<file path="config.mk">
export PLATFORM = sky130hd
export DESIGN_NAME = utf8_newline_normalize_truncate
export DESIGN_NICKNAME = d
export VERILOG_FILES = /design/src/u8nl_pkg.sv /design/src/u8nl_core.sv /design/src/u8nl_fifo.sv /design/src/utf8_newline_normalize_truncate.sv
export SDC_FILE = /design/constraint.sdc
export NUM_CORES = 1
export LEC_CHECK = 0
export CORE_MARGIN = 3
export CORE_UTILIZATION = 60
export DETAILED_ROUTE_END_ITERATION = 6
export DONT_BUFFER_PORTS = 1
export PLACE_DENSITY = 0.76
export REMOVE_ABC_BUFFERS = 1
export SYNTH_ARGS = -nofsm -noshare
export SYNTH_HDL_FRONTEND = slang
export SYNTH_SLANG_ARGS = --single-unit
</file>
<file path="constraint.sdc">
create_clock -name clk -period 7.9 [get_ports clk]
set_clock_uncertainty 0.2 [all_clocks]
set_input_delay 1.975 -clock clk [delete_from_list [all_inputs] [get_ports clk]]
set_output_delay 1.975 -clock clk [all_outputs]
set_load 0.02 [all_outputs]
</file>
<file path="src/u8nl_pkg.sv">
package u8nl_pkg;

  localparam int unsigned UNITS_W = 13;
  localparam int unsigned POS_W   = 14;
  localparam int unsigned BYTE_W  = 8;

  localparam logic [POS_W-1:0]   POS_LIMIT     = 14'd16383;
  localparam logic [UNITS_W-1:0] MAX_UNITS_RST = 13'd4000;

  // register indexes
  localparam logic REG_MAX_UNITS = 1'b0;

  // result kinds
  localparam logic KIND_BYTE = 1'b0;
  localparam logic KIND_END  = 1'b1;

  localparam logic [7:0] CH_NUL   = 8'h00;
  localparam logic [7:0] CH_TAB   = 8'h09;
  localparam logic [7:0] CH_LF    = 8'h0A;
  localparam logic [7:0] CH_CR    = 8'h0D;
  localparam logic [7:0] CH_SPACE = 8'h20;
  localparam logic [7:0] LEAD_ASCII_END = 8'h80;
  localparam logic [7:0] LEAD_WIDE      = 8'hF0;
  localparam logic [7:0] MASK_E0 = 8'hE0;
  localparam logic [7:0] MASK_F0 = 8'hF0;
  localparam logic [7:0] MASK_F8 = 8'hF8;
  localparam logic [7:0] PAT_C0  = 8'hC0;
  localparam logic [7:0] PAT_E0  = 8'hE0;
  localparam logic [7:0] PAT_F0  = 8'hF0;

  localparam int unsigned FIFO_DEPTH = 4;
  localparam int unsigned FIFO_AW    = $clog2(FIFO_DEPTH);
  localparam int unsigned FIFO_CW    = $clog2(FIFO_DEPTH + 1);

  typedef struct packed {
    logic              kind;
    logic [BYTE_W-1:0] out_byte;
    logic [POS_W-1:0]  position;
    logic [POS_W-1:0]  kept_length;
    logic              last_result;
  } result_t;

  // up to two results per byte; second valid only together with first
  typedef struct packed {
    logic    v0;
    logic    v1;
    result_t r0;
    result_t r1;
  } push_t;

  function automatic logic [1:0] follow_bytes(input logic [7:0] lead);
    logic [1:0] n;
    n = 2'd0;
    if (lead < LEAD_ASCII_END) n = 2'd0;
    else if ((lead & MASK_E0) == PAT_C0) n = 2'd1;
    else if ((lead & MASK_F0) == PAT_E0) n = 2'd2;
    else if ((lead & MASK_F8) == PAT_F0) n = 2'd3;
    return n;
  endfunction

endpackage

</file>
<file path="src/u8nl_core.sv">
module u8nl_core (
  input  logic                          clk,
  input  logic                          rst_n,
  input  logic                          step,
  input  logic [u8nl_pkg::BYTE_W-1:0]   text_byte,
  input  logic                          last_byte,
  input  logic [u8nl_pkg::UNITS_W-1:0]  max_units,
  output u8nl_pkg::push_t               push
);

  logic [u8nl_pkg::UNITS_W-1:0] unit_count_r, unit_count_nxt;
  logic [u8nl_pkg::POS_W-1:0]   out_count_r, out_count_nxt;
  logic [u8nl_pkg::POS_W-1:0]   trim_length_r, trim_length_nxt;
  logic [1:0]                   cont_left_r, cont_left_nxt;
  logic                         skip_lf_r, skip_lf_nxt;
  logic                         stopped_r, stopped_nxt;

  logic                         drop;
  logic                         full;
  logic                         emit;
  logic [7:0]                   emit_byte;
  logic [u8nl_pkg::UNITS_W:0]   unit_sum;
  logic [1:0]                   cost;
  u8nl_pkg::result_t            kept_res;
  u8nl_pkg::result_t            end_res;

  always_comb begin
    drop = (text_byte == u8nl_pkg::CH_NUL) ||
           (skip_lf_r && text_byte == u8nl_pkg::CH_LF);
    full = (out_count_r >= u8nl_pkg::POS_LIMIT);
    cost = (text_byte >= u8nl_pkg::LEAD_WIDE) ? 2'd2 : 2'd1;
    if (text_byte == u8nl_pkg::CH_CR) cost = 2'd1;
    unit_sum = {1'b0, unit_count_r} + {{(u8nl_pkg::UNITS_W-1){1'b0}}, cost};

    unit_count_nxt  = unit_count_r;
    out_count_nxt   = out_count_r;
    trim_length_nxt = trim_length_r;
    cont_left_nxt   = cont_left_r;
    skip_lf_nxt     = skip_lf_r;
    stopped_nxt     = stopped_r;
    emit            = 1'b0;
    emit_byte       = text_byte;

    if (text_byte != u8nl_pkg::CH_NUL) skip_lf_nxt = 1'b0;

    if (!drop && !stopped_r) begin
      if (cont_left_r != 2'd0) begin
        if (full) begin
          stopped_nxt   = 1'b1;
          cont_left_nxt = 2'd0;
        end else begin
          emit          = 1'b1;
          cont_left_nxt = cont_left_r - 2'd1;
        end
      end else if (unit_sum > {1'b0, max_units} || full) begin
        stopped_nxt   = 1'b1;
        cont_left_nxt = 2'd0;
      end else begin
        emit           = 1'b1;
        unit_count_nxt = unit_sum[u8nl_pkg::UNITS_W-1:0];
        if (text_byte == u8nl_pkg::CH_CR) begin
          emit_byte   = u8nl_pkg::CH_LF;
          skip_lf_nxt = 1'b1;
        end else begin
          cont_left_nxt = u8nl_pkg::follow_bytes(text_byte);
        end
      end
    end

    if (emit) begin
      out_count_nxt = out_count_r + 14'd1;
      if (emit_byte != u8nl_pkg::CH_LF && emit_byte != u8nl_pkg::CH_SPACE &&
          emit_byte != u8nl_pkg::CH_TAB)
        trim_length_nxt = out_count_r + 14'd1;
    end

    kept_res.kind        = u8nl_pkg::KIND_BYTE;
    kept_res.out_byte    = emit_byte;
    kept_res.position    = out_count_r;
    kept_res.kept_length = '0;
    kept_res.last_result = 1'b0;

    end_res.kind        = u8nl_pkg::KIND_END;
    end_res.out_byte    = '0;
    end_res.position    = '0;
    end_res.kept_length = trim_length_nxt;
    end_res.last_result = 1'b1;

    push.v0 = step && (emit || last_byte);
    push.v1 = step && emit && last_byte;
    push.r0 = emit ? kept_res : end_res;
    push.r1 = end_res;

    // end of text puts every counter back to its start
    if (last_byte) begin
      unit_count_nxt  = '0;
      out_count_nxt   = '0;
      trim_length_nxt = '0;
      cont_left_nxt   = 2'd0;
      skip_lf_nxt     = 1'b0;
      stopped_nxt     = 1'b0;
    end
  end

  always_ff @(posedge clk) begin
    if (!rst_n) begin
      unit_count_r  <= '0;
      out_count_r   <= '0;
      trim_length_r <= '0;
      cont_left_r   <= 2'd0;
      skip_lf_r     <= 1'b0;
      stopped_r     <= 1'b0;
    end else if (step) begin
      unit_count_r  <= unit_count_nxt;
      out_count_r   <= out_count_nxt;
      trim_length_r <= trim_length_nxt;
      cont_left_r   <= cont_left_nxt;
      skip_lf_r     <= skip_lf_nxt;
      stopped_r     <= stopped_nxt;
    end
  end

endmodule

</file>
<file path="src/u8nl_fifo.sv">
module u8nl_fifo (
  input  logic                           clk,
  input  logic                           rst_n,
  input  u8nl_pkg::push_t                push,
  input  logic                           pop,
  output u8nl_pkg::result_t              head,
  output logic                           not_empty,
  output logic [u8nl_pkg::FIFO_CW-1:0]   count
);

  u8nl_pkg::result_t                  mem_r [u8nl_pkg::FIFO_DEPTH];
  logic [u8nl_pkg::FIFO_AW-1:0]       wptr_r, wptr_nxt;
  logic [u8nl_pkg::FIFO_AW-1:0]       rptr_r, rptr_nxt;
  logic [u8nl_pkg::FIFO_CW-1:0]       count_r, count_nxt;
  logic [u8nl_pkg::FIFO_CW-1:0]       npush;
  logic [u8nl_pkg::FIFO_AW-1:0]       wptr_inc;

  always_comb begin
    npush    = {{(u8nl_pkg::FIFO_CW-1){1'b0}}, push.v0} +
               {{(u8nl_pkg::FIFO_CW-1){1'b0}}, push.v1};
    wptr_inc = wptr_r + {{(u8nl_pkg::FIFO_AW-1){1'b0}}, 1'b1};
    wptr_nxt = wptr_r + npush[u8nl_pkg::FIFO_AW-1:0];
    rptr_nxt = pop ? rptr_r + {{(u8nl_pkg::FIFO_AW-1){1'b0}}, 1'b1} : rptr_r;
    count_nxt = count_r + npush - {{(u8nl_pkg::FIFO_CW-1){1'b0}}, pop};
  end

  always_ff @(posedge clk) begin
    if (!rst_n) begin
      wptr_r  <= '0;
      rptr_r  <= '0;
      count_r <= '0;
    end else begin
      wptr_r  <= wptr_nxt;
      rptr_r  <= rptr_nxt;
      count_r <= count_nxt;
    end
  end

  always_ff @(posedge clk) begin
    if (push.v0) mem_r[wptr_r] <= push.r0;
    if (push.v1) mem_r[wptr_inc] <= push.r1;
  end

  assign head      = mem_r[rptr_r];
  assign not_empty = (count_r != '0);
  assign count     = count_r;

endmodule

</file>
<file path="src/utf8_newline_normalize_truncate.sv">
// Normalizes one UTF-8 text per frame: NULs are dropped, CR and CRLF become LF,
// and bytes are kept until the UTF-16 unit cap in max_units (register 0) is hit.
// Each kept byte comes out with its position; the frame's last byte also yields
// an end word carrying the trimmed length. One byte is accepted per cycle,
// set by a single registered pass through the normalizer; results pass from
// the input register through a four-word result FIFO that moves one word per
// cycle while out_tready is high, so a last byte that also keeps a byte yields
// two words. Input is held off only while that FIFO holds more than two words.
module utf8_newline_normalize_truncate (
  input  logic        clk,
  input  logic        rst_n,
  input  logic        in_tvalid,
  output logic        in_tready,
  input  logic [7:0]  in_tdata,   // [7:0] text_byte
  input  logic        in_tlast,   // last_byte
  output logic        out_tvalid,
  input  logic        out_tready,
  output logic [39:0] out_tdata,  // [7:0] out_byte, [21:8] position, [35:22] kept_length
  output logic [0:0]  out_tuser,  // [0] kind
  output logic        out_tlast,  // last_result
  input  logic        cfg_psel,
  input  logic        cfg_penable,
  input  logic        cfg_pwrite,
  input  logic [2:0]  cfg_paddr,
  input  logic [31:0] cfg_pwdata,
  output logic [31:0] cfg_prdata,
  output logic        cfg_pready
);

  logic [u8nl_pkg::UNITS_W-1:0] max_units_r;
  logic [7:0]                   in_byte_r;
  logic                         in_last_r;
  logic                         in_valid_r, in_valid_nxt;
  logic                         step;
  logic                         in_acc;
  logic                         pop;
  u8nl_pkg::push_t              push;
  u8nl_pkg::result_t            head;
  logic                         not_empty;
  logic [u8nl_pkg::FIFO_CW-1:0] fifo_count;

  assign cfg_pready = 1'b1;
  assign cfg_prdata = (cfg_paddr[2] == u8nl_pkg::REG_MAX_UNITS) ?
                      {{(32-u8nl_pkg::UNITS_W){1'b0}}, max_units_r} : 32'd0;

  always_ff @(posedge clk) begin
    if (!rst_n) begin
      max_units_r <= u8nl_pkg::MAX_UNITS_RST;
    end else if (cfg_psel && cfg_penable && cfg_pwrite && cfg_pready &&
                 cfg_paddr[2] == u8nl_pkg::REG_MAX_UNITS) begin
      max_units_r <= cfg_pwdata[u8nl_pkg::UNITS_W-1:0];
    end
  end

  // room for two words keeps every byte's results together
  assign step      = in_valid_r && (fifo_count <= 3'd2);
  assign in_tready = !in_valid_r || step;
  assign in_acc    = in_tvalid && in_tready;
  assign in_valid_nxt = in_acc ? 1'b1 : (step ? 1'b0 : in_valid_r);

  always_ff @(posedge clk) begin
    if (!rst_n) in_valid_r <= 1'b0;
    else        in_valid_r <= in_valid_nxt;
  end

  always_ff @(posedge clk) begin
    if (in_acc) begin
      in_byte_r <= in_tdata;
      in_last_r <= in_tlast;
    end
  end

  u8nl_core u_core (
    .clk       (clk),
    .rst_n     (rst_n),
    .step      (step),
    .text_byte (in_byte_r),
    .last_byte (in_last_r),
    .max_units (max_units_r),
    .push      (push)
  );

  assign pop = not_empty && out_tready;

  u8nl_fifo u_fifo (
    .clk       (clk),
    .rst_n     (rst_n),
    .push      (push),
    .pop       (pop),
    .head      (head),
    .not_empty (not_empty),
    .count     (fifo_count)
  );

  assign out_tvalid   = not_empty;
  assign out_tdata    = {4'd0, head.kept_length, head.position, head.out_byte};
  assign out_tuser[0] = head.kind;
  assign out_tlast    = head.last_result;

  a_fifo_bound: assert property (@(posedge clk) disable iff (!rst_n)
    fifo_count <= 3'd4)
    else $error("result fifo overflow");

  a_second_needs_first: assert property (@(posedge clk) disable iff (!rst_n)
    push.v1 |-> push.v0)
    else $error("second result pushed alone");

  a_held_byte_kept: assert property (@(posedge clk) disable iff (!rst_n)
    (in_valid_r && !step) |=> (in_valid_r && $stable(in_byte_r) && $stable(in_last_r)))
    else $error("pending byte lost");

  a_push_only_on_step: assert property (@(posedge clk) disable iff (!rst_n)
    push.v0 |-> step)
    else $error("result pushed without a byte");

endmodule

</file>
# Word level (Yosys, flattened, before mapping)
# Memories as Yosys holds them, arrays and structs flattened. A register that Yosys moved wholly into a read port is not among the register bits.
# Index checks and enable logic that the tools add are counted.
# W data, S select, Z words.
# word_totals
latch_bits,0
mem_bits_ro,0
ff_bits,75
output_inout_bits,77
memories,1
in_bits,51
ram_bits,152
wordCells,123
# memory_table
memory,words,width,rd,rd_ports_with_merged_regs,write_ports,line_no,rtl
u_fifo.mem_r,4,38,1,1,2,u8nl_fifo.sv:11,u8nl_pkg::result_t mem_r [u8nl_pkg::FIFO_DEPTH];
# classes
multipliers,0
n_shift,0
mux,50
reduce_logical,32
div_mod_pow,0
order_cmp,5
n_bitwise,1
addsub,9
eq_ne,12
# ops
op,count
$mux W14,5
$mux W13,5
$mux W38,1
$mux W8,4
$mux W2,14
$mux W1,21
$eq A8 B4 Y1 const B,2
$ne A8 B4 Y1 const B,2
$add A13 B2 Y14,1
$add A14 B1 Y14 const B,1
$ge A14 B14 Y1 const B,1
$gt A14 B13 Y1,1
$logic_and A1 B1 Y1,13
$ge A8 B8 Y1 const B,1
$logic_not A8 Y1,1
$lt A8 B8 Y1 const B,1
$ne A8 B6 Y1 const B,1
$reduce_and A4 Y1,2
$reduce_bool A2 Y1,4
$reduce_bool A8 Y1,1
$reduce_bool A3 Y1,2
$eq A5 B5 Y1 const B,1
$add A2 B1 Y2 const B,2
$eq A4 B4 Y1 const B,1
other kinds (15),21

# Longest topological paths before layout
# logic_depth
depth_word,15
ltp_mapped,23
depth_no_buf,21

# Modules after synthesis
# A second synthesis with hierarchy kept.
# hier_totals
hier_cells,962
area_unflattened_um2,12697.2
# by_module_without_submodules
mod,area_each_um2,seq_area_each_um2,instances,cells_per_inst
u8nl_fifo,7925.1,4744.6,1,413
u8nl_core,3580.9,900.9,1,432
utf8_newline_normalize_truncate,1191.1,550.5,1,117

# Least setup slack after synthesis
# OpenSTA, ideal clock, no wires.
# synth_timing
path_type,register -> register
startpoint,register in_byte_r[5]
endpoint,memory u_fifo.mem_r[3][10] (netlist name) (enable)
path_stages_with_launch,18
period_less_slack_ns,5.494
setup_time_ns,0.404
slack_ns,2.406
arrival_time_ns,4.889
path_buffers,3
t_required_ns,7.296
cell_sequence,edfxtp_1 > clkbuf_1 > nand4_1 > ha_1 > fa_1 > nand4_1 > nor2_1 > nand3_1 > xnor2_1 > ha_1 > nand3_1 > or4_1 > o31a_1 > o31ai_2 > a31oi_1 > buf_2 > clkbuf_1 > o21ai_0
# synth_rtl
item,line_no,rtl
"start, declared",utf8_newline_normalize_truncate.sv:31,logic [7:0] in_byte_r;
"start signal, assigned",utf8_newline_normalize_truncate.sv:68,in_byte_r <= in_tdata;
"end, declared",u8nl_fifo.sv:11,

# Worst setup path in the final report
# layout_timing
startpoint,register in_byte_r[4]
endpoint,register u_fifo.count_r (netlist bit u_fifo.count[2])
# layout_via
elab_chain_cells,14
word_cells_on_any_way,23
classes_between,add/sub (4); order compare (2); eq/ne (2); mux (5); reduce/logical (10)
# layout_lines
item,line_no,rtl
$ge A8 B8 Y1,u8nl_core.sv:31,cost = (text_byte >= u8nl_pkg::LEAD_WIDE) ? 2'd2 : 2'd1;
$mux W2,u8nl_core.sv:31,
$mux W2,u8nl_core.sv:32,if (text_byte == u8nl_pkg::CH_CR) cost = 2'd1;
$add A13 B2 Y14,u8nl_core.sv:33,"unit_sum = {1'b0, unit_count_r} + {{(u8nl_pkg::UNITS_W-1){1'b0}}, cost};"
$gt A14 B13 Y1,u8nl_core.sv:55,"end else if (unit_sum > {1'b0, max_units} || full) begin"
$logic_or A1 B1 Y1,u8nl_core.sv:55,
$mux W1,u8nl_core.sv:55,
$mux W1,u8nl_core.sv:47,if (cont_left_r != 2'd0) begin
$mux W1 *,u8nl_core.sv:46,if (!drop && !stopped_r) begin
$logic_or A1 B1 Y1 / $logic_and A1 B1 Y1 (equally long branches),"u8nl_core.sv:89, u8nl_core.sv:90",
"$logic_and A1 B1 Y1, on equally long branches","u8nl_core.sv:89, u8nl_core.sv:90",
$add A1 B1 Y2 *,u8nl_fifo.sv:19,"npush = {{(u8nl_pkg::FIFO_CW-1){1'b0}}, push.v0} +"
$add A3 B3 Y3 *,u8nl_fifo.sv:24,"count_nxt = count_r + npush - {{(u8nl_pkg::FIFO_CW-1){1'b0}}, pop};"
$sub A3 B1 Y3 *,u8nl_fifo.sv:24,
"end signal, assigned",u8nl_fifo.sv:35,count_r <= count_nxt;
"end, declared",u8nl_fifo.sv:14,"logic [u8nl_pkg::FIFO_CW-1:0] count_r, count_nxt;"
# Mark *: on every way between the ends. The rest lies on a longest branch, timed or not.
# A chain may end at the register's enable or synchronous reset.

==> qor.yml <==
result_of_the_run: "finished clean"
worst_r2r_startpoint: "in_byte_r[4]"
maxCapViolations: 0
reg2regPathDepth: 21
io_buffer_count: 0
die-height_um: 140
dpl_worst_slack_ns: 1.68
drc_errors: 0
net-switching-power_mw: 1.03
kind_of_start_point_of_the_critical_path: "register"
avgSynthCellArea_um2: 10.7
areaGrowthSynthToFinish_pct: 8.02
routed_wire_length_per_instance_um: 22.1
multi_input_comb_area_mm2: 0.00514
yosys.area.top_type_share: 0.297
end_kind: "register"
ys_ff_latch: 225
share_clk_of_total_power: 0.341
seq_power_share: 0.427
diodes: 0
slew_violations: 0
min-delay-start: "u_fifo.mem_r[2][31]"
setup_slack_ns: 1.51
most_common_library_cell_in_the_layout_ignoring_fill_and_taps: "sky130_fd_sc_hd__dfxtp_1"
drive_above_1_share: 0.121
total_clock_sinks: 225
routed_wire_length_mm: 26.5
clk_pin_slew_worst_paths_ns: 0.06
intPower_mw: 2.27
postCtsSetupRepairBufs: 0
reg2reg_setup_slack_ns: 1.51
cts_inserted_buffers: 23
hold_path.class: "register to register"
setup_viol: 0
crit_fanout: 10
detailed_place.area_mm2: 0.0109
ys.warnings.count: 0
cts.hold.buffers_added: 0
cts-root-to-sink-buffers: 3
area.sequential_mm2: 0.00516
groute.layer.met2.usage: 0.427
floorplan.die_area_mm2: 0.0196
fmaxAchievable_mhz: 157
floorplan.initialDensity: 0.619
period_needed_ns: 6.39
wire_length_of_the_first_global_routing_pass_mm: 41.8
tritoncts: "yes"
switching_share: 0.311
drt_first_pass_iters: 6
stdcell_area_mm2: 0.0116
layout_common_cells: "sky130_fd_sc_hd__dfxtp_1 (158), sky130_fd_sc_hd__a22o_1 (85), sky130_fd_sc_hd__edfxtp_1 (65)"
max_slew_margin: 0.139
power.density_mw_per_mm2: 283
worstSkewPairLatency_ns: 0.51
rsz0062_at_grt: "no"
cp_common_cell: "sky130_fd_sc_hd__ha_1"
hold-path-endpoint: "u_fifo.mem_r[2][31]"
pin_count: 128
crit_chain: "nand4_1 -> ha_1 -> fa_1 -> nand4_1 -> nor2_1 -> nand3_1 -> xnor2_1 -> ha_1 -> nand3_1 -> or4_1 -> o31a_1 -> o31ai_2 -> nand2_1 -> nor2_1 -> ha_1 -> inv_1 -> ha_1 -> inv_1 -> fa_1 -> xnor2_1 -> and2_1"
hold_viol_final: 0
placeableCoreArea_mm2: 0.0174
gr_layer_usage_met1: 0.362
hold-path-cell-count: 1
synth_edf_count: 65
critical_path.top_delay_family: "simple AND/OR/NAND/NOR gates"
dominantRegCellSynth: "sky130_fd_sc_hd__dfxtp_1"
cp.arrival_ns: 6.58
route.antenna.remaining_nets: 0
grt_antenna_before_repair: 0
dieWidth_um: 140
pin_count_of_the_biggest_net_entering_global_routing: 73
ir_worst_vdd_mv: 0.206
overflow: 0
gp_routability_congestion: 0.839
cts-htree-levels: 1
power.share.combinational: 0.233
synth.area.top_cells: "sky130_fd_sc_hd__dfxtp_1 (30%), sky130_fd_sc_hd__edfxtp_1 (18%), sky130_fd_sc_hd__mux4_2 (7.7%)"
vias_per_cell: 6.79
cp.required_ns: 8.10
setup_tns_ns: 0
critical_path.n_buffers_inverters: 2
detail_route.iter0.violations: 949
critical-path-slowest-cell: "sky130_fd_sc_hd__o31ai_2"
cts_root_buffer: "sky130_fd_sc_hd__clkbuf_16"
power.static_leakage_nw: 4.18
tightestPinTransition_ns: 1.28
worst_path_largest_cell_delay_ns: 0.71
worst-setup-path-type: "register to register"
min_period_over_period: 0.808
synthDominantAreaCellType: "sky130_fd_sc_hd__dfxtp_1"
num_vias: 8174
num-fill-cells: 1315
finalNonFillerCells: 1203
groute.layer.met3.usage: 0.0386
cts_resized: 0
dp_hpwl_mm: 16.3
synth_cell_types: 62
timing.rr.end: "u_fifo.count[2]"
netlist_instances: 1006
grt_use_total: 0.261
ys_seq_area_frac: 0.478
place.detailed.instances: 1161
gr-max-usage-layer: "met2"
rows: 48
grt_pass1_vias: 7786
design.final.nets: 1036
synth_async_sr_flop_share: 0
syn_area_mm2: 0.0108
## metrics by stage
step	util	hold WS [ns]	total power [mW]
floorplan	-	0.221	1.96
global placement	0.623	0.229	2.17
detailed placement	0.623	0.238	2.19
CTS	0.669	0.259	3.31
global route	0.669	0.264	3.43
finish	0.669	0.257	3.29
## per-layer routing
metal  vias up  routed length, um  share of wire
li1       3713                  -              -
met1      3998              11000           0.41
met2       401              12900           0.48
met3        62               2130          0.080
met4         0                596          0.022
met5         -                  0              0
## Yosys cell counts, types with 3 or more instances
| cell | n |
|---|---|
| sky130_fd_sc_hd__inv_1 | 30 |
| sky130_fd_sc_hd__a31oi_1 | 5 |
| sky130_fd_sc_hd__xnor2_1 | 19 |
| sky130_fd_sc_hd__buf_4 | 29 |
| sky130_fd_sc_hd__a22o_1 | 85 |
| sky130_fd_sc_hd__a21boi_0 | 18 |
| sky130_fd_sc_hd__dfxtp_1 | 160 |
| sky130_fd_sc_hd__and2_1 | 16 |
| sky130_fd_sc_hd__mux4_2 | 37 |
| sky130_fd_sc_hd__buf_1 | 6 |
| sky130_fd_sc_hd__o211ai_1 | 6 |
| sky130_fd_sc_hd__clkbuf_1 | 71 |
| sky130_fd_sc_hd__nand4_1 | 46 |
| sky130_fd_sc_hd__nor3_1 | 13 |
| sky130_fd_sc_hd__o21a_1 | 4 |
| sky130_fd_sc_hd__o2bb2ai_1 | 3 |
| sky130_fd_sc_hd__a21oi_1 | 51 |
| sky130_fd_sc_hd__o21ai_0 | 51 |
| sky130_fd_sc_hd__nand2b_1 | 6 |
| sky130_fd_sc_hd__a22oi_1 | 9 |
| sky130_fd_sc_hd__edfxtp_1 | 65 |
| sky130_fd_sc_hd__and3_1 | 7 |
| sky130_fd_sc_hd__a32o_1 | 43 |
| sky130_fd_sc_hd__ha_1 | 22 |
| sky130_fd_sc_hd__nand4b_1 | 4 |
| sky130_fd_sc_hd__nand3_1 | 24 |
| sky130_fd_sc_hd__a21o_1 | 4 |
| sky130_fd_sc_hd__nor4_1 | 9 |
| sky130_fd_sc_hd__xor2_1 | 7 |
| sky130_fd_sc_hd__nor2b_1 | 17 |
| sky130_fd_sc_hd__or2_2 | 6 |
| sky130_fd_sc_hd__nor2_1 | 36 |
| sky130_fd_sc_hd__nor4b_1 | 3 |
| sky130_fd_sc_hd__nand2_1 | 50 |
| sky130_fd_sc_hd__buf_2 | 8 |
## worst max path at each step
stage                 start                  end  slack (ns)  depth (start not counted)
3_5_place_dp   in_byte_r[4]      u_fifo.count[2]        1.68                         21
6_report       in_byte_r[4]      u_fifo.count[2]        1.51                         21
3_3_place_gp   in_byte_r[4]      u_fifo.count[2]        1.76                         21
4_1_cts        in_byte_r[4]      u_fifo.count[2]        1.61                         21
2_1_floorplan  in_byte_r[5]  u_fifo.mem_r[3][11]        0.53                         15
5_1_grt        in_byte_r[5]      u_fifo.count[2]        1.19                         21
## area by class of cell
cell class              instances  share of cell area
clock buffers                  33              0.0564
clock inverters                 9              0.0112
inverters                      31             0.00999
multi-input cells             658               0.441
flip-flops and latches        225               0.443
well taps                     225              0.0242
repair buffers                 22              0.0142
## power groups by stage
stage / logic [mW] / clock network [mW] / registers, mW
floorplan: 0.529 / 0 / 1.44
global route: 0.826 / 1.19 / 1.42
global placement: 0.750 / 0 / 1.42
finish: 0.765 / 1.12 / 1.41
CTS: 0.766 / 1.14 / 1.40
detailed placement: 0.762 / 0 / 1.43
## worst reg2reg max path, cell delays in order (launching register included)
cell,delay [ns]
sky130_fd_sc_hd__edfxtp_1,0.53
sky130_fd_sc_hd__nand4_1,0.19
sky130_fd_sc_hd__ha_1,0.21
sky130_fd_sc_hd__fa_1,0.24
sky130_fd_sc_hd__nand4_1,0.16
sky130_fd_sc_hd__nor2_1,0.29
sky130_fd_sc_hd__nand3_1,0.15
sky130_fd_sc_hd__xnor2_1,0.18
sky130_fd_sc_hd__ha_1,0.33
sky130_fd_sc_hd__nand3_1,0.17
sky130_fd_sc_hd__or4_1,0.59
sky130_fd_sc_hd__o31a_1,0.18
sky130_fd_sc_hd__o31ai_2,0.71
sky130_fd_sc_hd__nand2_1,0.59
sky130_fd_sc_hd__nor2_1,0.28
sky130_fd_sc_hd__ha_1,0.22
sky130_fd_sc_hd__inv_1,0.05
sky130_fd_sc_hd__ha_1,0.26
sky130_fd_sc_hd__inv_1,0.05
sky130_fd_sc_hd__fa_1,0.43
sky130_fd_sc_hd__xnor2_1,0.13
sky130_fd_sc_hd__and2_1,0.15
## state kept, by name, indices dropped and copies added, names as in the netlist, named ones only
register,flops
u_fifo.mem_r,148
u_fifo.rptr_r,2
u_core.out_count_r,14
u_core.stopped_r,1
u_core.skip_lf_r,1
u_core.unit_count_r,13
in_last_r,1
in_valid_r,1
u_fifo.count,3
max_units_r,13
u_core.trim_length_r,14
u_core.cont_left_r,2
u_fifo.wptr_r,2
in_byte_r,8
## logic make-up after synthesis
logic type	count (synthesis)	share of synthesized area
compound gates	301	0.209
xor+xnor	26	0.0211
fa+ha+maj	24	0.0293
buf+inv	145	0.0615
flops	225	0.478
mux	37	0.0773
other cells	2	0.000697
simple gates	246	0.122
(Power assumes the default switching activity.)
